## config.mk

```make
export PLATFORM = sky130hd
export DESIGN_NAME = fbm_ctrl
export DESIGN_NICKNAME = d
export VERILOG_FILES = /design/src/sv/fbm_pkg.sv /design/src/sv/fbm_ctrl.sv
export SDC_FILE = /design/constraint.sdc
export NUM_CORES = 1
export LEC_CHECK = 0
export BUFFER_PORTS_ARGS = -buffer_cell sky130_fd_sc_hd__buf_2
export CELL_PAD_IN_SITES_DETAIL_PLACEMENT = 1
export CELL_PAD_IN_SITES_GLOBAL_PLACEMENT = 2
export CORE_MARGIN = 2
export CORE_UTILIZATION = 22
export CTS_BUF_LIST = sky130_fd_sc_hd__clkbuf_2 sky130_fd_sc_hd__clkbuf_4 sky130_fd_sc_hd__clkbuf_8
export DETAILED_ROUTE_END_ITERATION = 10
export MAX_ROUTING_LAYER = met4
export PLACE_DENSITY_LB_ADDON = 0.2
export SLEW_MARGIN = 20
export SYNTH_ARGS = -nofsm -noshare
export SYNTH_HDL_FRONTEND = slang
export SYNTH_SLANG_ARGS = --single-unit
```

## constraint.sdc

```tcl
create_clock -name i_clk -period 1.8 [get_ports i_clk]
set_clock_uncertainty 0.2 [all_clocks]
set_input_delay 0.18 -clock i_clk [delete_from_list [all_inputs] [get_ports i_clk]]
set_output_delay 0.18 -clock i_clk [all_outputs]
set_load 0.005 [all_outputs]
```

## src/sv/fbm_pkg.sv

```systemverilog
// ----------------------------------------------------------------------------
// fbm_pkg
// Shared types and constants for the frame bitmap allocator.
// ----------------------------------------------------------------------------
`default_nettype none

package fbm_pkg;

    localparam int BITMAP_WORDS = 32768;
    localparam int WORD_W       = 32;
    localparam int WAW          = $clog2(BITMAP_WORDS);   // word index width
    localparam int WCW          = WAW + 1;                // word count width
    localparam int BIT_W        = $clog2(WORD_W);
    localparam int KIND_W       = 2;
    localparam int ADDR_W       = 32;
    localparam int COUNT_W      = 21;
    localparam int FRAME_W      = 20;
    localparam int PAGE_SHIFT   = 12;
    localparam int QWORD_W      = ADDR_W - PAGE_SHIFT - BIT_W;
    localparam int FULL_W       = COUNT_W - BIT_W;

    localparam logic [ADDR_W-1:0] PTE_FLAGS = 32'h0000_0007;  // present, writable, user

    localparam logic [KIND_W-1:0] KIND_ALLOC   = 2'd0;
    localparam logic [KIND_W-1:0] KIND_QUERY   = 2'd1;
    localparam logic [KIND_W-1:0] KIND_RESERVE = 2'd2;

    typedef struct packed {
        logic [KIND_W-1:0]  kind;
        logic [ADDR_W-1:0]  byte_addr;
        logic [COUNT_W-1:0] count;
    } t_in_item;

    typedef struct packed {
        logic [FRAME_W-1:0] frame_number;
        logic [ADDR_W-1:0]  page_entry;
        logic               is_free;
        logic               out_of_frames;
    } t_out_item;

    typedef struct packed {
        logic capture;
        logic alloc_start;
        logic scan;
        logic alloc_commit;
        logic query_rd;
        logic query_chk;
        logic rsv_start;
        logic rsv_step;
        logic rsv_last;
        logic out_load;
    } t_cmd;

    typedef struct packed {
        logic scan_found;
        logic scan_empty;
        logic rsv_at_lim;
        logic out_free;
    } t_sts;

endpackage

`default_nettype wire

```

## src/sv/fbm_ctrl.sv

```systemverilog
// ----------------------------------------------------------------------------
// fbm_ctrl
// Sequencer for allocate, query and reserve; drives datapath commands.
// ----------------------------------------------------------------------------
`default_nettype none

module fbm_ctrl (
    input  wire logic                        i_clk,
    input  wire logic                        i_rst_n,
    input  wire logic                        i_in_valid,
    input  wire logic [fbm_pkg::KIND_W-1:0]  i_kind,
    output logic                             o_in_ready,
    input  wire fbm_pkg::t_sts               i_sts,
    output fbm_pkg::t_cmd                    o_cmd
);

    localparam logic [2:0] ST_IDLE  = 3'd0;
    localparam logic [2:0] ST_SCAN  = 3'd1;
    localparam logic [2:0] ST_AWR   = 3'd2;
    localparam logic [2:0] ST_QRD   = 3'd3;
    localparam logic [2:0] ST_QCHK  = 3'd4;
    localparam logic [2:0] ST_RFILL = 3'd5;
    localparam logic [2:0] ST_RLAST = 3'd6;
    localparam logic [2:0] ST_DONE  = 3'd7;

    logic [2:0] r_state;
    logic [2:0] n_state;

    // no beat is taken while reset is held
    assign o_in_ready = i_rst_n && (r_state == ST_IDLE);

    always_comb begin
        n_state = r_state;
        o_cmd   = '0;
        unique case (r_state)
            ST_IDLE: begin
                if (i_in_valid) begin
                    o_cmd.capture = 1'b1;
                    unique case (i_kind)
                        fbm_pkg::KIND_ALLOC: begin
                            o_cmd.alloc_start = 1'b1;
                            n_state = ST_SCAN;
                        end
                        fbm_pkg::KIND_QUERY: begin
                            n_state = ST_QRD;
                        end
                        fbm_pkg::KIND_RESERVE: begin
                            o_cmd.rsv_start = 1'b1;
                            n_state = ST_RFILL;
                        end
                        default: begin
                            n_state = ST_DONE;
                        end
                    endcase
                end
            end
            ST_SCAN: begin
                o_cmd.scan = 1'b1;
                if (i_sts.scan_found) begin
                    n_state = ST_AWR;
                end else if (i_sts.scan_empty) begin
                    n_state = ST_DONE;
                end
            end
            ST_AWR: begin
                o_cmd.alloc_commit = 1'b1;
                n_state = ST_DONE;
            end
            ST_QRD: begin
                o_cmd.query_rd = 1'b1;
                n_state = ST_QCHK;
            end
            ST_QCHK: begin
                o_cmd.query_chk = 1'b1;
                n_state = ST_DONE;
            end
            ST_RFILL: begin
                if (i_sts.rsv_at_lim) begin
                    n_state = ST_RLAST;
                end else begin
                    o_cmd.rsv_step = 1'b1;
                end
            end
            ST_RLAST: begin
                o_cmd.rsv_last = 1'b1;
                n_state = ST_DONE;
            end
            ST_DONE: begin
                if (i_sts.out_free) begin
                    o_cmd.out_load = 1'b1;
                    n_state = ST_IDLE;
                end
            end
            default: begin
                n_state = ST_IDLE;
            end
        endcase
    end

    always_ff @(posedge i_clk) begin
        if (!i_rst_n) begin
            r_state <= ST_IDLE;
        end else begin
            r_state <= n_state;
        end
    end

endmodule

`default_nettype wire

```

Word level (Yosys, flattened, before mapping) --
Cells that the tools add are included.
Storage, ports and cells: register bits after elaboration 3, bits of input ports 9, output and inout port bits 11, word-level logic and storage cells 41
Cells by class: equal/unequal tests 13, mux-type cells 22, reduce and logical (&&, ||, !) cells 5
Operators by type and width (number):
- 3-bit one-hot mux with 6 select lines | 1
- 3-bit 2-to-1 mux | 5
- 1-bit 2-to-1 mux | 13
- 3-bit equality test, second input constant | 4
- 3-bit one-hot mux with 3 select lines | 1
- 3-bit by 2-bit equality test with 1-bit output, second input constant | 2
- 2-bit inequality test, second input constant | 3
- 2-bit 2-to-1 mux | 2
- 4-bit AND reduction | 1
- 3-bit by 1-bit equality test with 1-bit output, second input constant | 1
- 3-bit logical NOT | 1
- 3-bit inequality test, second input constant | 1
- 3-bit OR reduction | 1
- 2-bit by 1-bit equality test with 1-bit output, second input constant | 1
- 2-bit equality test, second input constant | 1
- 2-bit logical NOT | 1
- 1-bit logical AND | 1

Depth between registers and ports, before layout --
Gate-level depths: netlist (run 1).
word-level depth 4, depth in mapped cells 4

Worst setup path before layout (run 1) --
No wires, ideal clock.
path type reg-to-output, start point register r_state[2], end point output o_cmd[3] (netlist name), arrival time 964 ps, required time 1420 ps, slack 456 ps, cell stages (with the launch flop) 4, path through dfxtp_1 > buf_6 > nor4_2 > and3_1
RTL lines:
- start: declaration | line fbm_ctrl.sv:26 | logic [2:0] r_state;
- start signal: assignment | line fbm_ctrl.sv:104 | r_state <= n_state;
- end: declaration | line fbm_ctrl.sv:14 | output fbm_pkg::t_cmd o_cmd

==> metrics.cfg, run 1 <==
[layout]
final_layout_size_suffix_gt1_share_pct = 50.77
syn_to_final_growth_pct = 51.33
design.final.nets = 75
diodes = 0
multiInputGateArea_um2 = 246.5
ff_latch_area_um2 = 63.81
largest_reg_flops = 3
fin_util_pct = 36.89
nFillCells = 178
regMostFlops = r_state
top_regs = r_state (3)

[setup_path]
reg2reg_setup_slack_ns = 0.35
cpLargestDelayFamily = simple AND/OR/NAND/NOR gates
endpoint = o_cmd[3]
worstReg2RegEnd = r_state[2]$_SDFFE_PN0P_
startpoint = r_state[2]$_SDFFE_PN0P_
cp.required_ns = 1.42
critical_path_class = reg -> out
critPathCaptureType = output port
cp.depth = 3
cp-start-kind = flip-flop
worst_ep_arrival_time_ns = 1.24
critPathSlowestCell = dfxtp_2
path_cells = nor4_4 -> and3_1 -> buf_2
worst-path-max-fanout = 12
cp_slowest_stage_delay_ns = 0.39
crit_buf_inv = 1
reg2reg_from = r_state[1]$_SDFFE_PN0P_
reg2reg_depth = 3

[floorplan]
die_w_um = 42.68
ioPinCount = 20
die_y_um = 42.68
dieArea_mm2 = 0.001821
num_rows = 13
core_area_mm2 = 0.001350
initial_core_util_pct = 24.37

[clock_tree]
clockBufferDepth = 2
path_clk_slew_ns = 0.04
cts_tree = yes
clock_sinks = 3
post_cts_buffers = 0
numCtsBuffers = 3
h-tree-depth = 1
ctsRootBufferMaster = clkbuf_4
clk_latency_ns = 0.23

[logic_synthesis]
ys_ff_latch = 3
netlist_instances = 41
synth_nets = 50
synth.avg_cell_area_um2 = 8.026
syn_area_um2 = 329.1
ys_types = 26
ys_warn_count = 0
seq_area_frac_synth_pct = 18.25

[placement]
hpwl_um = 754.9
io_buffers = 19
place.gp.congestion = 0.6819

[route]
drc = 0
drtAntennaViolNets = 0
wirelength_um = 1045
drtIter0Drc = 3
firstDrtPassIters = 4
num_vias = 382
vias_per_cell = 4.775
routedWlPerCell_um = 13.06

[hold_path]
hp-class = in -> reg
hold_depth = 3

[power_and_ir_drop]
power.leakage_nw = 0.2452
ir_drop_mv = 0.4749
power_density_mw_per_mm2 = 932.8

[timing]
hold_ws_ns = 0.07440
grt_setup_unrepaired = no
setup_tns_ns = 0
hold_viol = 0
setup_viol = 0
tightest_slew_ns = 0.3141
slew_headroom_pct = 78.79
slew_violations = 0
fin_crit_sh_pct = 89.83
fmax_mhz = 618.5
post-route-min-period_ns = 1.617

[grt]
grt_pass1_wl_um = 1697
grt_antenna_before_repair = 0
grt_pass1_vias = 393
grt_max_degree = 14
grt_usage_pct = 12.54
grt_overflow = 0

[job]
maxCapViolCount = 0

[outcome]
status = completed

==> Yosys cell counts (all sizes together) <==
library cell | count | area (um2)
o21a | 3 | 22.52
and2 | 1 | 6.260
o41ai | 1 | 8.760
dfxtp | 3 | 60.06
clkbuf | 1 | 3.750
and3b | 2 | 17.52
nor4 | 3 | 25.02
mux2 | 1 | 11.26
or4b | 1 | 10.01
nor4b | 2 | 17.52
nand2 | 3 | 13.77
nor2 | 4 | 15.01
nor3 | 3 | 20.02
o22ai | 1 | 6.260
and3 | 2 | 12.51
nor2b | 1 | 6.260
inv | 1 | 3.750
nor3b | 3 | 22.52
buf | 3 | 23.77
and4bb | 1 | 12.51
o32a | 1 | 10.01
==> timing repair <==
action	in CTS	in global routing
hold buffers	1	0
hold endpoints to repair	1	0
resized for setup	0	4
setup endpoints to repair	0	3
==> cell type report <==
class / instances / area share [%]
clock buffers: 4 / 6.030
inverters: 1 / 0.7538
multi-input cells: 33 / 49.50
flip-flops and latches: 3 / 12.81
well taps: 15 / 3.769
repair buffers: 24 / 27.14
==> per-stage QoR <==
stage	cell area (um2)	worst slack, ns	instances	total power [mW]
2_1_floorplan	329.1	0.4559	41	0.2467
3_3_place_gp	445.4	0.2316	75	0.3167
3_5_place_dp	445.4	0.2465	75	0.3177
4_1_cts	485.5	0.03182	80	0.4595
5_1_grt	498.0	0.06180	80	0.5033
6_report	498.0	0.1831	80	0.4645
==> power breakdown <==
group          switching (mW)  internal, mW
combinational          0.0814         0.111
clock                  0.0342        0.0980
sequential             0.0547        0.0854
==> tightest hold or removal path: stages <==
cell and delay, ns:
buf_2 0.10, or4b_1 0.11, o41ai_1 0.07
==> worst min-delay path by stage <==
stage,startpoint,to,slack (ns)
floorplan,i_rst_n,r_state[0]$_SDFFE_PN0P_,0.1
global placement,i_rst_n,r_state[0]$_SDFFE_PN0P_,0.20
detailed placement,i_rst_n,r_state[0]$_SDFFE_PN0P_,0.20
CTS,i_sts[0],r_state[1]$_SDFFE_PN0P_,0.07
global route,i_sts[0],r_state[1]$_SDFFE_PN0P_,0.1
finish,i_sts[0],r_state[1]$_SDFFE_PN0P_,0.07
==> placed cells by master (no fill, tap or decap) <==
master / synthesis / routed
dfxtp_2: 0 / 3
and3b_1: 2 / 2
nand2_2: 1 / 1
o21a_1: 3 / 3
o22ai_1: 1 / 1
nor4_1: 2 / 2
inv_1: 1 / 1
o41ai_1: 1 / 1
nor2_1: 4 / 4
nor3_1: 2 / 2
buf_4: 1 / 4
o32a_1: 1 / 1
buf_2: 1 / 19
nand2_1: 2 / 2
nor4b_1: 2 / 2
dlygate4sd3_1: 0 / 1
or4b_1: 1 / 1
and3_1: 2 / 2
nor4_4: 0 / 1
and4bb_1: 1 / 1
nor2b_1: 1 / 1
mux2_1: 1 / 1
and2_1: 1 / 1
nor3_2: 1 / 1
nor3b_1: 3 / 3
clkbuf_4: 0 / 4
==> logic make-up (layout without fill, tap and decap cells) <==
| kind of cell | after synthesis | after routing | share of synthesized area (%) |
|---|---|---|---|
| AND/OR/NAND/NOR | 26 | 26 | 54.38 |
| AO/OA/AOI/OAI | 6 | 6 | 14.45 |
| buffers and inverters | 5 | 29 | 9.503 |
| flip-flops | 3 | 3 | 18.25 |
| multiplexers | 1 | 1 | 3.422 |
==> metal layers <==
layer,up-vias,track usage (%),wire length (um)
met5,-,-,0
met4,0,7.500,0
met3,0,0,38
met2,8,18.79,488
met1,171,16.88,518
li1,203,-,-
(Power assumes the default switching activity.)
==> run 2, diff against run 1 <==
Settings changed: CELL_PAD_IN_SITES_DETAIL_PLACEMENT 1 to not set, CELL_PAD_IN_SITES_GLOBAL_PLACEMENT 2 to not set, CORE_AREA set to 2 2 39 41, CORE_MARGIN 2 to not set, CORE_UTILIZATION 22 to not set, DIE_AREA set to 0 0 41 43.
==> run 2 against run 1 <==
  * Utilization down 2.1 points
  * Highest routed layer unchanged
  * Clock power about the same
  * Power down 5.1%
  * Largest cell class unchanged
==> metrics.cfg, run 2 (synthesis results as in run 1) <==
[layout]
design.final.nets = 73  ; -2.7%
mostFrequentLayoutCells = buf_2 (19), nor2_1 (4), clkbuf_4 (4)
multiInputGateArea_um2 = 246.5  ; unchanged
top_regs = r_state (3)
nFillCells = 163  ; -8.4%
stdcell_area_um2 = 481.7  ; -3.3%
ff_latch_area_um2 = 61.31  ; -3.9%
final_layout_size_suffix_gt1_share_pct = 46.03  ; -4.7 points
final_common_cell = buf_2
largest_reg_flops = 3  ; unchanged
diodes = 0  ; unchanged
syn_to_final_growth_pct = 46.39
regMostFlops = r_state

[clock_tree]
h-tree-depth = 1  ; unchanged
cts_tree = yes
clk_latency_ns = 0.23  ; about the same
path_clk_slew_ns = 0.04  ; about the same
clockBufferDepth = 2  ; unchanged
post_cts_buffers = 0  ; unchanged
numCtsBuffers = 3  ; unchanged
ctsRootBufferMaster = clkbuf_4
clock_sinks = 3  ; unchanged

[timing]
fin_crit_sh_pct = 93.47  ; +3.6 points
tightest_slew_ns = 0.3858  ; +0.07167 ns
setup_viol = 0  ; unchanged
slew_headroom_pct = 74.25  ; -4.5 points
fmax_mhz = 594.4  ; -3.9%
grt_setup_unrepaired = no
slew_violations = 0  ; unchanged
post-route-min-period_ns = 1.682  ; +0.06557 ns
hold_viol = 0  ; unchanged
setup_tns_ns = 0  ; unchanged

[grt]
grt_antenna_before_repair = 0  ; unchanged
use_met2_pct = 14.69  ; -4.1 points
grt_overflow = 0  ; unchanged
grt_use_met3_pct = 3.141  ; +3.1 points
top_usage_layer = met2
grt_pass1_vias = 318  ; -19%
grt_pass1_wl_um = 1297  ; -24%
grt.met1_usage_pct = 14.42  ; -2.5 points
grt_usage_pct = 11.31  ; -1.2 points
grt_max_degree = 18  ; +4

[floorplan]
initial_core_util_pct = 23.78  ; -0.60 points
die_w_um = 41  ; -3.9%
num_rows = 14  ; +1
dieArea_mm2 = 0.001763  ; -3.2%
core_area_mm2 = 0.001384  ; +2.5%
die_y_um = 43  ; +0.76%
ioPinCount = 20  ; unchanged

[route]
drc = 0  ; unchanged
num_vias = 382  ; unchanged
drtAntennaViolNets = 0  ; unchanged
vias_per_cell = 4.835  ; +1.3%
routedWlPerCell_um = 10.68  ; -18%
firstDrtPassIters = 4  ; unchanged
wirelength_um = 844  ; -19%
drtIter0Drc = 4  ; +1

[placement]
hpwl_um = 648.6  ; -14%
postPlaceCellArea_um2 = 431.7  ; -3.1%
place.gp.congestion = 0.6982  ; +2.4%
io_buffers = 19  ; unchanged

[hold_path]
hp-class = in -> reg

[setup_path]
cp.required_ns = 1.42  ; about the same
worst_ep_arrival_time_ns = 1.30  ; +0.06 ns
critPathCaptureType = output port
worst-path-max-fanout = 11  ; -1
critical_path_class = reg -> out
cp-start-kind = flip-flop

[power_and_ir_drop]
ir_drop_mv = 0.3160  ; -33%
power_density_mw_per_mm2 = 915.6  ; -1.8%
power.leakage_nw = 0.2354  ; -4.0%

[outcome]
status = completed

[job]
maxCapViolCount = 0  ; unchanged

-- run 2: cell types whose count changed in the layout (fill, tap and decap cells not counted) --
cell	before	now
buf_4	4	2
dfxtp_1	0	2
dfxtp_2	3	1
-- run 2: critical path, stage by stage, from the launching register on --
cell	delay, ns
dfxtp_1	0.54
buf_4	0.22
nor3b_1	0.17
buf_2	0.14
-- run 2: cell type report --
| type | instances | share of cell area, % |
|---|---|---|
| Sequential cell | 3 | 12.73 |
| Clock buffer | 4 | 6.234 |
| Tap cell | 16 | 4.156 |
| Multi-Input combinational cell | 33 | 51.17 |
| Timing Repair Buffer | 22 | 24.94 |
| Inverter | 1 | 0.7792 |
-- run 2: layer usage --
| metal | routed length [um] | vias to the layer above | part of all wire, % |
|---|---|---|---|
| met2 | 388 | 11 | 46 |
| met5 | 0 | - | 0 |
| met1 | 395 | 169 | 47 |
| met4 | 0 | 0 | 0 |
| li1 | - | 202 | - |
| met3 | 60 | 0 | 7.1 |
-- run 2: path summary, 6_finish.rpt --
check,start,end,slack (ns),cells past startpoint
max,r_state[1]$_SDFFE_PN0P_,o_cmd[6],0.12,3
min,i_sts[0],r_state[1]$_SDFFE_PN0P_,0.06,3
max reg2reg,r_state[2]$_SDFFE_PN0P_,r_state[1]$_SDFFE_PN0P_,0.27,3
min reg2reg,r_state[0]$_SDFFE_PN0P_,r_state[0]$_SDFFE_PN0P_,0.51,2
-- run 2: report_power, final --
| group | internal [mW] | switching (mW) |
|---|---|---|
| Sequential | 0.0829 | 0.0498 |
| Combinational | 0.102 | 0.0738 |
| Clock | 0.0980 | 0.0341 |
-- run 2: through the flow --
stage	util (%)	std cells	hold slack [ns]	setup slack [ns]	power [mW]
floorplan	-	41	0.09779	0.4559	0.2467
global placement	31.19	74	0.2164	0.2090	0.3030
detailed placement	31.19	74	0.2262	0.1600	0.3012
CTS	34.72	79	0.05225	0.01111	0.4494
global route	34.81	79	0.07864	0.002440	0.4835
finish	34.81	79	0.05690	0.1175	0.4411
-- run 2: repair_timing --
item / CTS / global route
hold endpoints to repair: 1 / 0
pin swaps: 0 / 1
resized for setup: 1 / 1
hold buffers: 1 / 0
setup endpoints to repair: 2 / 4
==> run 3, diff against run 2 <==
Settings changed: CELL_PAD_IN_SITES_DETAIL_PLACEMENT set to 1, CELL_PAD_IN_SITES_GLOBAL_PLACEMENT set to 1.
==> run 3 against run 2 <==
  * Final cell count rose by 1.3%
  * Clock power about the same
  * Fmax about the same
  * Critical endpoint is now o_cmd[9]
  * Largest cell class unchanged
  * Highest routed layer unchanged
==> metrics.cfg, run 3 (synthesis results as in run 1) <==
[setup_path]
worst-path-max-fanout = 9  ; -2
startpoint = r_state[0]$_SDFFE_PN0P_
cp-start-kind = flip-flop
cp.required_ns = 1.42  ; about the same
reg2reg_from = r_state[0]$_SDFFE_PN0P_
critPathCaptureType = output port
worst_ep_arrival_time_ns = 1.30  ; about the same
reg2reg_depth = 3  ; unchanged
critical_path_class = reg -> out

[power_and_ir_drop]
p_clk_share_pct = 29.1  ; -0.9 points
power.leakage_nw = 0.2401  ; +2.0%
seqPwrFrac_pct = 30.2  ; about the same
switching_share_pct = 36.20  ; +0.45 points
ir_drop_mv = 0.4810  ; +52%
p_switching_mw = 0.1633  ; +3.6%
power_frac_comb_pct = 40.8  ; +0.8 points
p_int_mw = 0.2879  ; +1.6%
power_density_mw_per_mm2 = 919.8  ; +0.46%

[layout]
diodes = 0  ; unchanged
regMostFlops = r_state
stdcell_area_um2 = 490.5  ; +1.8%
design.final.nets = 74  ; +1.4%
top_regs = r_state (3)
mostFrequentLayoutCells = buf_2 (19), nor2_1 (4), clkbuf_4 (4)
largest_reg_flops = 3  ; unchanged
syn_to_final_growth_pct = 49.05
final_common_cell = buf_2
final_layout_size_suffix_gt1_share_pct = 48.44  ; +2.4 points
fin_util_pct = 35.44  ; +0.63 points

[grt]
grt_usage_pct = 12.72  ; +1.4 points
grt_max_degree = 16  ; -2
grt_pass1_wl_um = 1531  ; +18%
grt_pass1_vias = 369  ; +16%
grt_antenna_before_repair = 0  ; unchanged
grt_overflow = 0  ; unchanged

[floorplan]
dieArea_mm2 = 0.001763  ; unchanged
die_y_um = 43  ; unchanged
ioPinCount = 20  ; unchanged
initial_core_util_pct = 23.78  ; unchanged
core_area_mm2 = 0.001384  ; unchanged
num_rows = 14  ; unchanged
die_w_um = 41  ; unchanged

[route]
drtAntennaViolNets = 0  ; unchanged
routedWlPerCell_um = 11.96  ; +12%
drc = 0  ; unchanged
firstDrtPassIters = 1  ; -3
wirelength_um = 957  ; +13%
vias_per_cell = 4.875  ; +0.82%
num_vias = 390  ; +2.1%
drtIter0Drc = 0  ; -4

[timing]
slew_headroom_pct = 76.87  ; +2.6 points
setup_tns_ns = 0  ; unchanged
fin_crit_sh_pct = 93.39  ; about the same
fmax_mhz = 594.8  ; about the same
grt_setup_unrepaired = no
tightest_slew_ns = 0.3465  ; -0.03922 ns
setup_viol = 0  ; unchanged
hold_viol = 0  ; unchanged
hold_ws_ns = 0.06030  ; +0.003402 ns
post-route-min-period_ns = 1.681  ; -0.001377 ns
slew_violations = 0  ; unchanged

[placement]
hpwl_um = 735.1  ; +13%
place.gp.congestion = 0.7647  ; +9.5%
io_buffers = 19  ; unchanged
postPlaceCellArea_um2 = 439.2  ; +1.7%

[clock_tree]
clk_latency_ns = 0.23  ; about the same
ctsRootBufferMaster = clkbuf_4
h-tree-depth = 1  ; unchanged
numCtsBuffers = 3  ; unchanged
post_cts_buffers = 0  ; unchanged
clockBufferDepth = 2  ; unchanged
cts_tree = yes
clock_sinks = 3  ; unchanged
path_clk_slew_ns = 0.04  ; about the same

[hold_path]
hp-class = in -> reg
hold_depth = 3  ; unchanged
hold_start = i_sts[0]

[outcome]
status = completed

[job]
maxCapViolCount = 0  ; unchanged

## run 3: metal layers
metal  wire [um]  track usage [%]  vias up  share of wire, %
met3          41            3.141        0               4.3
met1         480            16.24      178                50
met5           0                -        -                 0
met2         434            19.06       12                45
li1            -                -      200                 -
met4           0            4.000        0                 0
## run 3: what timing repair did
action / in CTS / in global routing
hold buffers: 1 / 0
gates resized for setup: 1 / 2
setup endpoints to repair: 1 / 4
endpoints found under the hold margin: 1 / 0
## run 3: final timing paths
path              slack, ns                       to
setup / recovery       0.12                 o_cmd[9]
hold / removal         0.06  r_state[1]$_SDFFE_PN0P_
setup reg to reg       0.33  r_state[1]$_SDFFE_PN0P_
hold reg to reg        0.47  r_state[1]$_SDFFE_PN0P_
## run 3: power by group through the flow
stage | clock [mW] | sequential [mW] | combinational (mW)
3_5_place_dp | 0 | 0.128 | 0.182
6_report | 0.131 | 0.136 | 0.184
5_1_grt | 0.146 | 0.138 | 0.207
3_3_place_gp | 0 | 0.126 | 0.181
4_1_cts | 0.137 | 0.131 | 0.188
2_1_floorplan | 0 | 0.0968 | 0.150
## run 3: worst max-delay path, stage by stage (launching register included)
cell,delay (ns)
dfxtp_1,0.40
buf_4,0.21
nor4b_1,0.29
buf_2,0.16
## run 3: metrics by stage
step / total power, mW / instances / worst slack (ns)
global placement: 0.3067 / 75 / 0.2528
global route: 0.4909 / 80 / 0.02934
CTS: 0.4564 / 80 / 0.04448
finish: 0.4511 / 80 / 0.1189
floorplan: 0.2467 / 41 / 0.4559
detailed placement: 0.3098 / 75 / 0.2304
## run 3: area by class of cell
type	instances	area, um2
fillers	182	893.4
multi-input cells	33	246.5
flip-flops and latches	3	62.56
repair buffers	23	127.6
clock buffers	4	30.03
inverters	1	3.754
well taps	16	20.02
